**config.mk**
```make
export PLATFORM = sky130hd
export DESIGN_NAME = switch_duty_edge_homing
export DESIGN_NICKNAME = d
export VERILOG_FILES = /design/src/sdeh_pkg.sv /design/src/switch_duty_edge_homing.sv
export SDC_FILE = /design/constraint.sdc
export NUM_CORES = 1
export LEC_CHECK = 0
export ABC_AREA = 1
export BUFFER_PORTS_ARGS = -buffer_cell sky130_fd_sc_hd__buf_2
export CORE_ASPECT_RATIO = 0.9
export CORE_MARGIN = 2
export CORE_UTILIZATION = 30
export CTS_CLUSTER_SIZE = 12
export DETAILED_ROUTE_END_ITERATION = 8
export PLACE_DENSITY = 0.47
export SETUP_SLACK_MARGIN = 0.2
export SYNTH_ARGS = -nofsm -noshare
export SYNTH_HDL_FRONTEND = slang
export SYNTH_SLANG_ARGS = --single-unit
```
**constraint.sdc**
```tcl
create_clock -name clk -period 6.1 [get_ports clk]
set_input_delay 1.83 -clock clk [delete_from_list [all_inputs] [get_ports clk]]
set_output_delay 1.83 -clock clk [all_outputs]
set_load 0.01 [all_outputs]
```
**src/sdeh_pkg.sv**
```systemverilog
// shared constants and codes for the homing sequencer
package sdeh_pkg;

  localparam int POS_WIDTH   = 24;
  localparam int COUNT_WIDTH = 16;
  localparam int RATE_WIDTH  = 16;
  localparam int TIME_WIDTH  = 32;

  localparam int OVS_WIDTH   = 12;
  localparam int LIMIT_WIDTH = 10;
  localparam int GRACE_WIDTH = 16;
  localparam int CFG_DATA_WIDTH = 16;
  localparam int CFG_ADDR_WIDTH = 2;

  localparam int IN_BITS  = 1 + POS_WIDTH + 2 * RATE_WIDTH + TIME_WIDTH;
  localparam int IN_TDATA_WIDTH  = ((IN_BITS + 7) / 8) * 8;
  localparam int OUT_BITS = 2 + 2 + (POS_WIDTH - 1);
  localparam int OUT_TDATA_WIDTH = ((OUT_BITS + 7) / 8) * 8;

  // register indexes
  localparam logic [CFG_ADDR_WIDTH-1:0] REG_OVERSHOOT = 2'd0;
  localparam logic [CFG_ADDR_WIDTH-1:0] REG_STALL_LIM = 2'd1;
  localparam logic [CFG_ADDR_WIDTH-1:0] REG_GRACE     = 2'd2;

  localparam logic [OVS_WIDTH-1:0]   OVS_RESET   = 12'd100;
  localparam logic [LIMIT_WIDTH-1:0] LIMIT_RESET = 10'd20;
  localparam logic [GRACE_WIDTH-1:0] GRACE_RESET = 16'd20;

  // request kinds
  localparam logic REQ_START  = 1'b0;
  localparam logic REQ_SAMPLE = 1'b1;

  // homing phases
  localparam logic [2:0] PH_IDLE     = 3'd0;
  localparam logic [2:0] PH_FWD      = 3'd1;
  localparam logic [2:0] PH_SETTLE_F = 3'd2;
  localparam logic [2:0] PH_REV      = 3'd3;
  localparam logic [2:0] PH_SETTLE_R = 3'd4;
  localparam logic [2:0] PH_DONE     = 3'd5;
  localparam logic [2:0] PH_FAIL     = 3'd6;

  // drive and status codes
  localparam logic [1:0] DRV_STOP = 2'd0;
  localparam logic [1:0] DRV_FWD  = 2'd1;
  localparam logic [1:0] DRV_REV  = 2'd2;
  localparam logic [1:0] ST_BUSY  = 2'd0;
  localparam logic [1:0] ST_DONE  = 2'd1;
  localparam logic [1:0] ST_FAIL  = 2'd2;

  // duty thresholds as multipliers of the sample count (duty scale 2^DUTY_SHIFT)
  localparam int DUTY_SHIFT = 8;
  localparam logic [DUTY_SHIFT-1:0] MUL_HIGH_ARM = 8'd128; // k < 128
  localparam logic [DUTY_SHIFT-1:0] MUL_HIGH_REV = 8'd201; // k > 200
  localparam logic [DUTY_SHIFT-1:0] MUL_LOW_REV  = 8'd100; // k < 100

  localparam logic [1:0] CMP_ARM  = 2'd0;
  localparam logic [1:0] CMP_HIGH = 2'd1;
  localparam logic [1:0] CMP_LOW  = 2'd2;

endpackage

```
**src/switch_duty_edge_homing.sv**
```systemverilog
// homing sequencer top level with shared duty compare unit
//
// usage: the host writes the three config registers (overshoot, stall rate limit,
// grace ticks) through cfg_we/cfg_addr/cfg_wdata while the block is idle. each
// slave word carries one request: tuser 0 starts the homing run, tuser 1 is a
// periodic sample (switch level, summed position, both motor rates, time).
// every accepted word produces exactly one master word with the drive command,
// the status and the position correction.
// steps: a word goes from acceptance to a result in the output register through
// one step that updates the switch counters, three passes through the shared
// multiply-compare unit (one per duty threshold) and one step that updates the phase.
// s_tready is high only while the sequencer waits for a word, so one word is
// handled at a time: a new word is taken only after the previous one is through.
// the output register holds the result until m_tready; the next word can be
// taken meanwhile, but its update waits while the previous result is unread.
// reset (rst, synchronous) returns the sequencer to idle, clears all homing
// state and loads the config registers with their default values.
module switch_duty_edge_homing import sdeh_pkg::*; (
  input  logic                         clk,
  input  logic                         rst,
  input  logic                         cfg_we,
  input  logic [CFG_ADDR_WIDTH-1:0]    cfg_addr,
  input  logic [CFG_DATA_WIDTH-1:0]    cfg_wdata,
  input  logic                         s_tvalid,
  output logic                         s_tready,
  // switch_on, position_sum, rate_first, rate_second, time_now, zero fill
  input  logic [IN_TDATA_WIDTH-1:0]    s_tdata,
  // req_type
  input  logic                         s_tuser,
  output logic                         m_tvalid,
  input  logic                         m_tready,
  // drive_cmd, status, pos_correction, zero fill
  output logic [OUT_TDATA_WIDTH-1:0]   m_tdata
);

  localparam logic [2:0] SQ_IDLE  = 3'd0;
  localparam logic [2:0] SQ_COUNT = 3'd1;
  localparam logic [2:0] SQ_CMP   = 3'd2;
  localparam logic [2:0] SQ_UPD   = 3'd3;

  localparam int ABS_WIDTH = RATE_WIDTH + 1;
  localparam int PROD_WIDTH = COUNT_WIDTH + DUTY_SHIFT;
  localparam logic [COUNT_WIDTH-1:0] CNT_MAX = '1;
  localparam logic signed [POS_WIDTH-1:0] POS_MAX = {1'b0, {(POS_WIDTH-1){1'b1}}};

  // config registers
  logic [OVS_WIDTH-1:0]   overshoot;
  logic [LIMIT_WIDTH-1:0] stall_limit;
  logic [GRACE_WIDTH-1:0] grace;

  // latched request
  logic                          in_req;
  logic                          in_sw;
  logic signed [POS_WIDTH-1:0]   in_pos;
  logic signed [RATE_WIDTH-1:0]  in_r1;
  logic signed [RATE_WIDTH-1:0]  in_r2;
  logic [TIME_WIDTH-1:0]         in_time;

  // homing state
  logic [2:0]                    seq;
  logic [1:0]                    cmp_sel;
  logic [2:0]                    phase, phase_next;
  logic [COUNT_WIDTH-1:0]        on_count, on_count_next;
  logic [COUNT_WIDTH-1:0]        sample_count, sample_count_next;
  logic signed [POS_WIDTH-1:0]   checkpoint, checkpoint_next;
  logic signed [POS_WIDTH-1:0]   stop_position, stop_position_next;
  logic                          stop_armed, stop_armed_next;
  logic                          high_seen, high_seen_next;
  logic [TIME_WIDTH-1:0]         deadline, deadline_next;
  logic                          k_lt_arm, k_gt_rev, k_lt_low;

  logic [1:0]                    drive_v, status_v;
  logic [POS_WIDTH-2:0]          corr_v;

  // shared multiply-compare unit: on_count * 256 < mul * sample_count
  logic [DUTY_SHIFT-1:0]         duty_mul;
  logic [COUNT_WIDTH-1:0]        count_eff;
  logic [PROD_WIDTH-1:0]         duty_lhs, duty_rhs;
  logic                          duty_lt;

  always_comb begin
    case (cmp_sel)
      CMP_ARM:  duty_mul = MUL_HIGH_ARM;
      CMP_HIGH: duty_mul = MUL_HIGH_REV;
      default:  duty_mul = MUL_LOW_REV;
    endcase
    count_eff = (sample_count == '0) ? COUNT_WIDTH'(1) : sample_count;
    duty_lhs  = {on_count, {DUTY_SHIFT{1'b0}}};
    duty_rhs  = PROD_WIDTH'(count_eff) * PROD_WIDTH'(duty_mul);
    duty_lt   = duty_lhs < duty_rhs;
  end

  // rate and time conditions
  logic [ABS_WIDTH-1:0]  abs1, abs2, lim_ext;
  logic                  stalled, settled, past;
  logic [TIME_WIDTH-1:0] time_diff;

  always_comb begin
    abs1 = in_r1[RATE_WIDTH-1] ? (ABS_WIDTH'(0) - {in_r1[RATE_WIDTH-1], in_r1})
                               : {1'b0, in_r1};
    abs2 = in_r2[RATE_WIDTH-1] ? (ABS_WIDTH'(0) - {in_r2[RATE_WIDTH-1], in_r2})
                               : {1'b0, in_r2};
    lim_ext   = {{(ABS_WIDTH-LIMIT_WIDTH){1'b0}}, stall_limit};
    stalled   = (abs1 < lim_ext) || (abs2 < lim_ext);
    settled   = (abs1 <= lim_ext) && (abs2 <= lim_ext);
    time_diff = in_time - deadline;
    past      = (time_diff != '0) && !time_diff[TIME_WIDTH-1];
  end

  // phase update
  logic signed [POS_WIDTH:0] stop_sum;
  logic                      fwd_end;
  logic                      rev_end;
  logic [TIME_WIDTH-1:0]     new_deadline;

  always_comb begin
    phase_next         = phase;
    on_count_next      = on_count;
    sample_count_next  = sample_count;
    checkpoint_next    = checkpoint;
    stop_position_next = stop_position;
    stop_armed_next    = stop_armed;
    high_seen_next     = high_seen;
    deadline_next      = deadline;
    drive_v            = DRV_STOP;
    status_v           = ST_BUSY;
    corr_v             = '0;
    fwd_end            = 1'b0;
    rev_end            = 1'b0;
    new_deadline       = in_time + {{(TIME_WIDTH-GRACE_WIDTH){1'b0}}, grace};
    stop_sum           = {checkpoint[POS_WIDTH-1], checkpoint}
                         + {{(POS_WIDTH+1-OVS_WIDTH){1'b0}}, overshoot};

    if (in_req == REQ_START) begin
      phase_next         = PH_FWD;
      deadline_next      = new_deadline;
      on_count_next      = '0;
      sample_count_next  = '0;
      checkpoint_next    = '0;
      stop_position_next = '0;
      stop_armed_next    = 1'b0;
      high_seen_next     = 1'b0;
      drive_v            = DRV_FWD;
    end else begin
      case (phase)
        PH_FWD: begin
          drive_v = DRV_FWD;
          if (in_pos > checkpoint) begin
            on_count_next     = '0;
            sample_count_next = '0;
            if (k_lt_arm) begin
              stop_armed_next    = 1'b0;
              stop_position_next = '0;
            end else if (!stop_armed) begin
              // overshoot can only overflow upward
              stop_position_next = (stop_sum[POS_WIDTH] != stop_sum[POS_WIDTH-1])
                                   ? POS_MAX : stop_sum[POS_WIDTH-1:0];
              stop_armed_next    = 1'b1;
            end
            checkpoint_next = in_pos;
            if (stop_armed_next && (in_pos >= stop_position_next))
              fwd_end = 1'b1;
          end
          if (stalled && past)
            fwd_end = 1'b1;
          if (fwd_end) begin
            phase_next = PH_SETTLE_F;
            drive_v    = DRV_STOP;
          end
        end
        PH_SETTLE_F: begin
          if (settled) begin
            phase_next        = PH_REV;
            on_count_next     = '0;
            sample_count_next = '0;
            high_seen_next    = 1'b0;
            checkpoint_next   = in_pos;
            deadline_next     = new_deadline;
            drive_v           = DRV_REV;
          end
        end
        PH_REV: begin
          drive_v = DRV_REV;
          if (in_pos < checkpoint) begin
            on_count_next     = '0;
            sample_count_next = '0;
            if (k_gt_rev)
              high_seen_next = 1'b1;
            if (k_lt_low && high_seen_next)
              rev_end = 1'b1;
            else
              checkpoint_next = in_pos;
          end
          if (rev_end) begin
            phase_next = PH_SETTLE_R;
            drive_v    = DRV_STOP;
          end else if (stalled && past) begin
            phase_next = PH_FAIL;
            drive_v    = DRV_STOP;
            status_v   = ST_FAIL;
          end
        end
        PH_SETTLE_R: begin
          if (settled) begin
            phase_next = PH_DONE;
            status_v   = ST_DONE;
            corr_v     = checkpoint[POS_WIDTH-1:1];
          end
        end
        PH_DONE: begin
          status_v = ST_DONE;
          corr_v   = checkpoint[POS_WIDTH-1:1];
        end
        PH_FAIL: begin
          status_v = ST_FAIL;
        end
        default: begin
          phase_next = PH_IDLE;
        end
      endcase
    end
  end

  logic out_free;
  logic out_load;
  logic counting;

  assign s_tready = (seq == SQ_IDLE);
  assign out_free = !m_tvalid || m_tready;
  assign out_load = (seq == SQ_UPD) && out_free;
  assign counting = (in_req == REQ_SAMPLE) && ((phase == PH_FWD) || (phase == PH_REV));

  // config writes
  always_ff @(posedge clk) begin
    if (rst) begin
      overshoot   <= OVS_RESET;
      stall_limit <= LIMIT_RESET;
      grace       <= GRACE_RESET;
    end else if (cfg_we) begin
      case (cfg_addr)
        REG_OVERSHOOT: overshoot   <= cfg_wdata[OVS_WIDTH-1:0];
        REG_STALL_LIM: stall_limit <= cfg_wdata[LIMIT_WIDTH-1:0];
        REG_GRACE:     grace       <= cfg_wdata[GRACE_WIDTH-1:0];
        default: ;
      endcase
    end
  end

  // input latch, no reset needed
  always_ff @(posedge clk) begin
    if (s_tvalid && s_tready) begin
      in_req  <= s_tuser;
      in_sw   <= s_tdata[0];
      in_pos  <= s_tdata[POS_WIDTH:1];
      in_r1   <= s_tdata[POS_WIDTH+RATE_WIDTH:POS_WIDTH+1];
      in_r2   <= s_tdata[POS_WIDTH+2*RATE_WIDTH:POS_WIDTH+RATE_WIDTH+1];
      in_time <= s_tdata[IN_BITS-1:POS_WIDTH+2*RATE_WIDTH+1];
    end
  end

  // sequencer and homing state
  always_ff @(posedge clk) begin
    if (rst) begin
      seq           <= SQ_IDLE;
      cmp_sel       <= CMP_ARM;
      phase         <= PH_IDLE;
      on_count      <= '0;
      sample_count  <= '0;
      checkpoint    <= '0;
      stop_position <= '0;
      stop_armed    <= 1'b0;
      high_seen     <= 1'b0;
      deadline      <= '0;
      k_lt_arm      <= 1'b0;
      k_gt_rev      <= 1'b0;
      k_lt_low      <= 1'b0;
      m_tvalid      <= 1'b0;
      m_tdata       <= '0;
    end else begin
      if (out_load)
        m_tvalid <= 1'b1;
      else if (m_tready)
        m_tvalid <= 1'b0;
      case (seq)
        SQ_IDLE: begin
          if (s_tvalid)
            seq <= SQ_COUNT;
        end
        SQ_COUNT: begin
          if (counting) begin
            if (sample_count != CNT_MAX)
              sample_count <= sample_count + COUNT_WIDTH'(1);
            if (in_sw && (on_count != CNT_MAX))
              on_count <= on_count + COUNT_WIDTH'(1);
          end
          cmp_sel <= CMP_ARM;
          seq     <= SQ_CMP;
        end
        SQ_CMP: begin
          case (cmp_sel)
            CMP_ARM:  k_lt_arm <= duty_lt;
            CMP_HIGH: k_gt_rev <= !duty_lt;
            default:  k_lt_low <= duty_lt;
          endcase
          if (cmp_sel == CMP_LOW)
            seq <= SQ_UPD;
          else
            cmp_sel <= cmp_sel + 2'd1;
        end
        SQ_UPD: begin
          // wait here while the previous word is still unread
          if (out_free) begin
            phase         <= phase_next;
            on_count      <= on_count_next;
            sample_count  <= sample_count_next;
            checkpoint    <= checkpoint_next;
            stop_position <= stop_position_next;
            stop_armed    <= stop_armed_next;
            high_seen     <= high_seen_next;
            deadline      <= deadline_next;
            m_tdata       <= OUT_TDATA_WIDTH'({corr_v, status_v, drive_v});
            seq           <= SQ_IDLE;
          end
        end
        default: begin
          seq <= SQ_IDLE;
        end
      endcase
    end
  end

endmodule

```
==> reports/metrics.yaml <==
status: "finished, final reports clean"
ys_ff_latch: 280
ios: 154
grt_pass1_wl_um: 104000
cts-root-buf: "clkbuf_16"
cp_data_required_time_ns: 6.52
placed_area_um2: 23600
placeableCoreArea_um2: 70100
gr-usage-met2_pct: 27.6
worst_pin_slew_ns: 1.08
seq_area_frac_synth_pct: 30.6
peakVddDrop_v: 0.000171
clk_pin_slew_ns: 0.06
fp.dieW_um: 285
start_util_pct: 30.4
fin_crit_ns: 5.90
arrival_ns: 6.32
grt-ovfl-total: 0
synthTopCellsByArea: "dfxtp_1, ha_1, edfxtp_1"
cts_tree: "yes"
synth_warnings: 0
drv_slew: 0
grt_pass1_vias: 18800
drive_gt1_share_pct: 12.5
drc: 0
yosysTopAreaCell: "dfxtp_1"
cp-start-kind: "register"
drv_cap: 0
use_met1_pct: 26.0
via_per_inst: 4.63
met3_usage_pct: 2.50
synth.avg_cell_area_um2: 7.18
power_density_nw_per_um2: 301
fin_skew_ns: 0.0307
cp_slowest_cell: "fa_2"
cts_inserted_buffers: 37
cp_top_family: "adder cells"
synthCells: 2964
io_buffer_count: 141
clock_sinks: 280
final_antenna_net_count: 0
fin_nets: 3572
top_usage_layer: "met2"
drt_iter0_markers: 1042
finalWeightedCongestion: 0.830
fmax_ghz: 0.170
die_h_um: 257
power_w: 0.00760
antenna_found_initial: 1
cpMostUsedCell: "buf_4"
num_vias: 19200
path_max_fanout: 3
setup_viol: 0
synthToLayoutAreaGrowth_pct: 18.8
synth-edff-count: 90
max_stage_delay_ns: 0.53
synth_top_area_share_pct: 17.9
maxSlewHeadroom_pct: 28.3
hold_buffers: 0
rows: 92
critPathBufInv: 6
p_leak_nw: 11.7
dp_hpwl_um: 50300
finalHoldViolCount: 0
synth_common_cells: "nand2_1, inv_1, a21oi_1"
async_reset_ff_share_pct: 0
yosys_most_used_dff: "dfxtp_1"
wire_per_inst_um: 15.6
htree_levels: 2
synthMostInstantiatedCell: "nand2_1"
drt_pass1_iterations: 5
diodes: 0
post-route-period-util_pct: 96.7
finish.utilization_pct: 36.1
fin_area_um2: 25300
clockBufferDepth: 3
synthDistinctLibCells: 51
clk_latency_ns: 0.56
rsz0062_at_grt: "true"
synth.cell_area_um2: 21300
grt_start_max_net_pins: 67
crit_path_end_kind: "register"
finalWirelength_um: 64700
critical_path_class: "reg2reg"
holdCritPathClass: "reg2reg"
dieArea_um2: 73100
gr-usage-all-layers_pct: 17.7
==> layer usage <==
layer  wire [um]  share of wire, %
met3        2510               3.9
met4         983               1.5
met2       27800                43
met5           0                 0
met1       33400                52
==> what timing repair did <==
| item | 4_1_cts | 5_1_grt |
|---|---|---|
| pin swaps | 35 | 27 |
| endpoints found under the hold margin | 0 | 0 |
| setup buffers | 8 | 4 |
| setup endpoints to repair | 3 | 7 |
| resized for setup | 51 | 34 |
==> through the flow <==
stage	cells	setup TNS, ns	hold WS, ns	setup slack, ns
detailed placement	4061	-1.11	0.453	-0.379
finish	4140	0	0.451	0.204
floorplan	2968	0	0.433	0.205
global route	4140	-0.338	0.477	-0.121
global placement	4061	-0.960	0.449	-0.386
CTS	4136	0	0.453	0.143
==> report_power, final <==
group / internal, W / total, W / switching, W
combinational: 0.00103 / 0.00287 / 0.00184
sequential: 0.00218 / 0.00240 / 0.000215
clock: 0.00145 / 0.00234 / 0.000894
==> placed cells by master, fill, tap and decap left out, drive strengths merged, types with 3 or more instances in the layout <==
| cell | Yosys | final |
|---|---|---|
| o21ai | 128 | 128 |
| o31ai | 6 | 6 |
| conb | 1 | 5 |
| a31oi | 12 | 12 |
| xor2 | 68 | 68 |
| nor2 | 275 | 275 |
| a21oi | 289 | 289 |
| nand3b | 7 | 7 |
| nand4 | 44 | 44 |
| o21a | 4 | 4 |
| edfxtp | 90 | 90 |
| bufinv | 0 | 6 |
| a211oi | 3 | 3 |
| xnor2 | 24 | 24 |
| nor3 | 65 | 65 |
| clkinv | 3 | 13 |
| nand2 | 674 | 674 |
| buf | 25 | 249 |
| clkbuf | 59 | 50 |
| nor4 | 8 | 8 |
| o21bai | 4 | 4 |
| o211ai | 15 | 15 |
| or2 | 19 | 19 |
| fa | 56 | 56 |
| o22ai | 6 | 6 |
| inv | 480 | 480 |
| ha | 224 | 224 |
| a21boi | 8 | 8 |
| nand3 | 160 | 160 |
| dfxtp | 190 | 190 |
| nor3b | 6 | 6 |
==> kinds of logic after synthesis <==
group	count (synthesis)	synth area share (%)
flip-flops	280	30.6
buffers and inverters	567	10.3
other	1	0.0176
AO/OA/AOI/OAI	482	12.1
XOR/XNOR	92	3.79
multiplexers	1	0.0470
AND/OR/NAND/NOR	1261	24.8
adder cells (fa/ha/maj)	280	18.4
==> layout make-up <==
class,instances,area [um2]
repair buffers,249,1540
clock buffers,50,1040
well taps,940,1180
multi-input cells,2121,13000
inverters,483,1820
clock inverters,17,241
fillers,7556,44800
flip-flops and latches,280,6510
==> flip-flops by register name, indices dropped and copies added (netlist names), 24 cells and up <==
signal,cells
checkpoint,24
deadline,32
in_pos,24
in_time,32
m_tdata,27
stop_position,24
==> worst register-to-register path, cell delays in order (launching register included) <==
cell and delay (ns):
dfxtp_1 0.32, nor4_2 0.26, buf_4 0.15, nand4_1 0.14
and2_4 0.18, or2_4 0.22, fa_2 0.53, fa_1 0.44
fa_2 0.43, fa_1 0.51, inv_2 0.05, ha_4 0.15
a21o_1 0.19, a31oi_2 0.19, o21ai_2 0.11, a21boi_2 0.21
buf_4 0.14, buf_4 0.10, xor2_2 0.07, ha_1 0.30
nand4_1 0.13, inv_1 0.09, nand4_1 0.11, o41ai_2 0.28
buf_4 0.17, nand2_1 0.07, nand2_4 0.12, a21oi_1 0.08
==> path summary, 6_finish.rpt <==
check             startpoint    endpoint  slack, ns  cells after the start
max reg2reg  sample_count[9]    k_lt_arm       0.20                     27
max          sample_count[9]    k_lt_arm       0.20                     27
min reg2reg       cmp_sel[0]  cmp_sel[0]       0.45                      1
min               cmp_sel[0]  cmp_sel[0]       0.45                      1
Power figures use the tool's default switching activity.
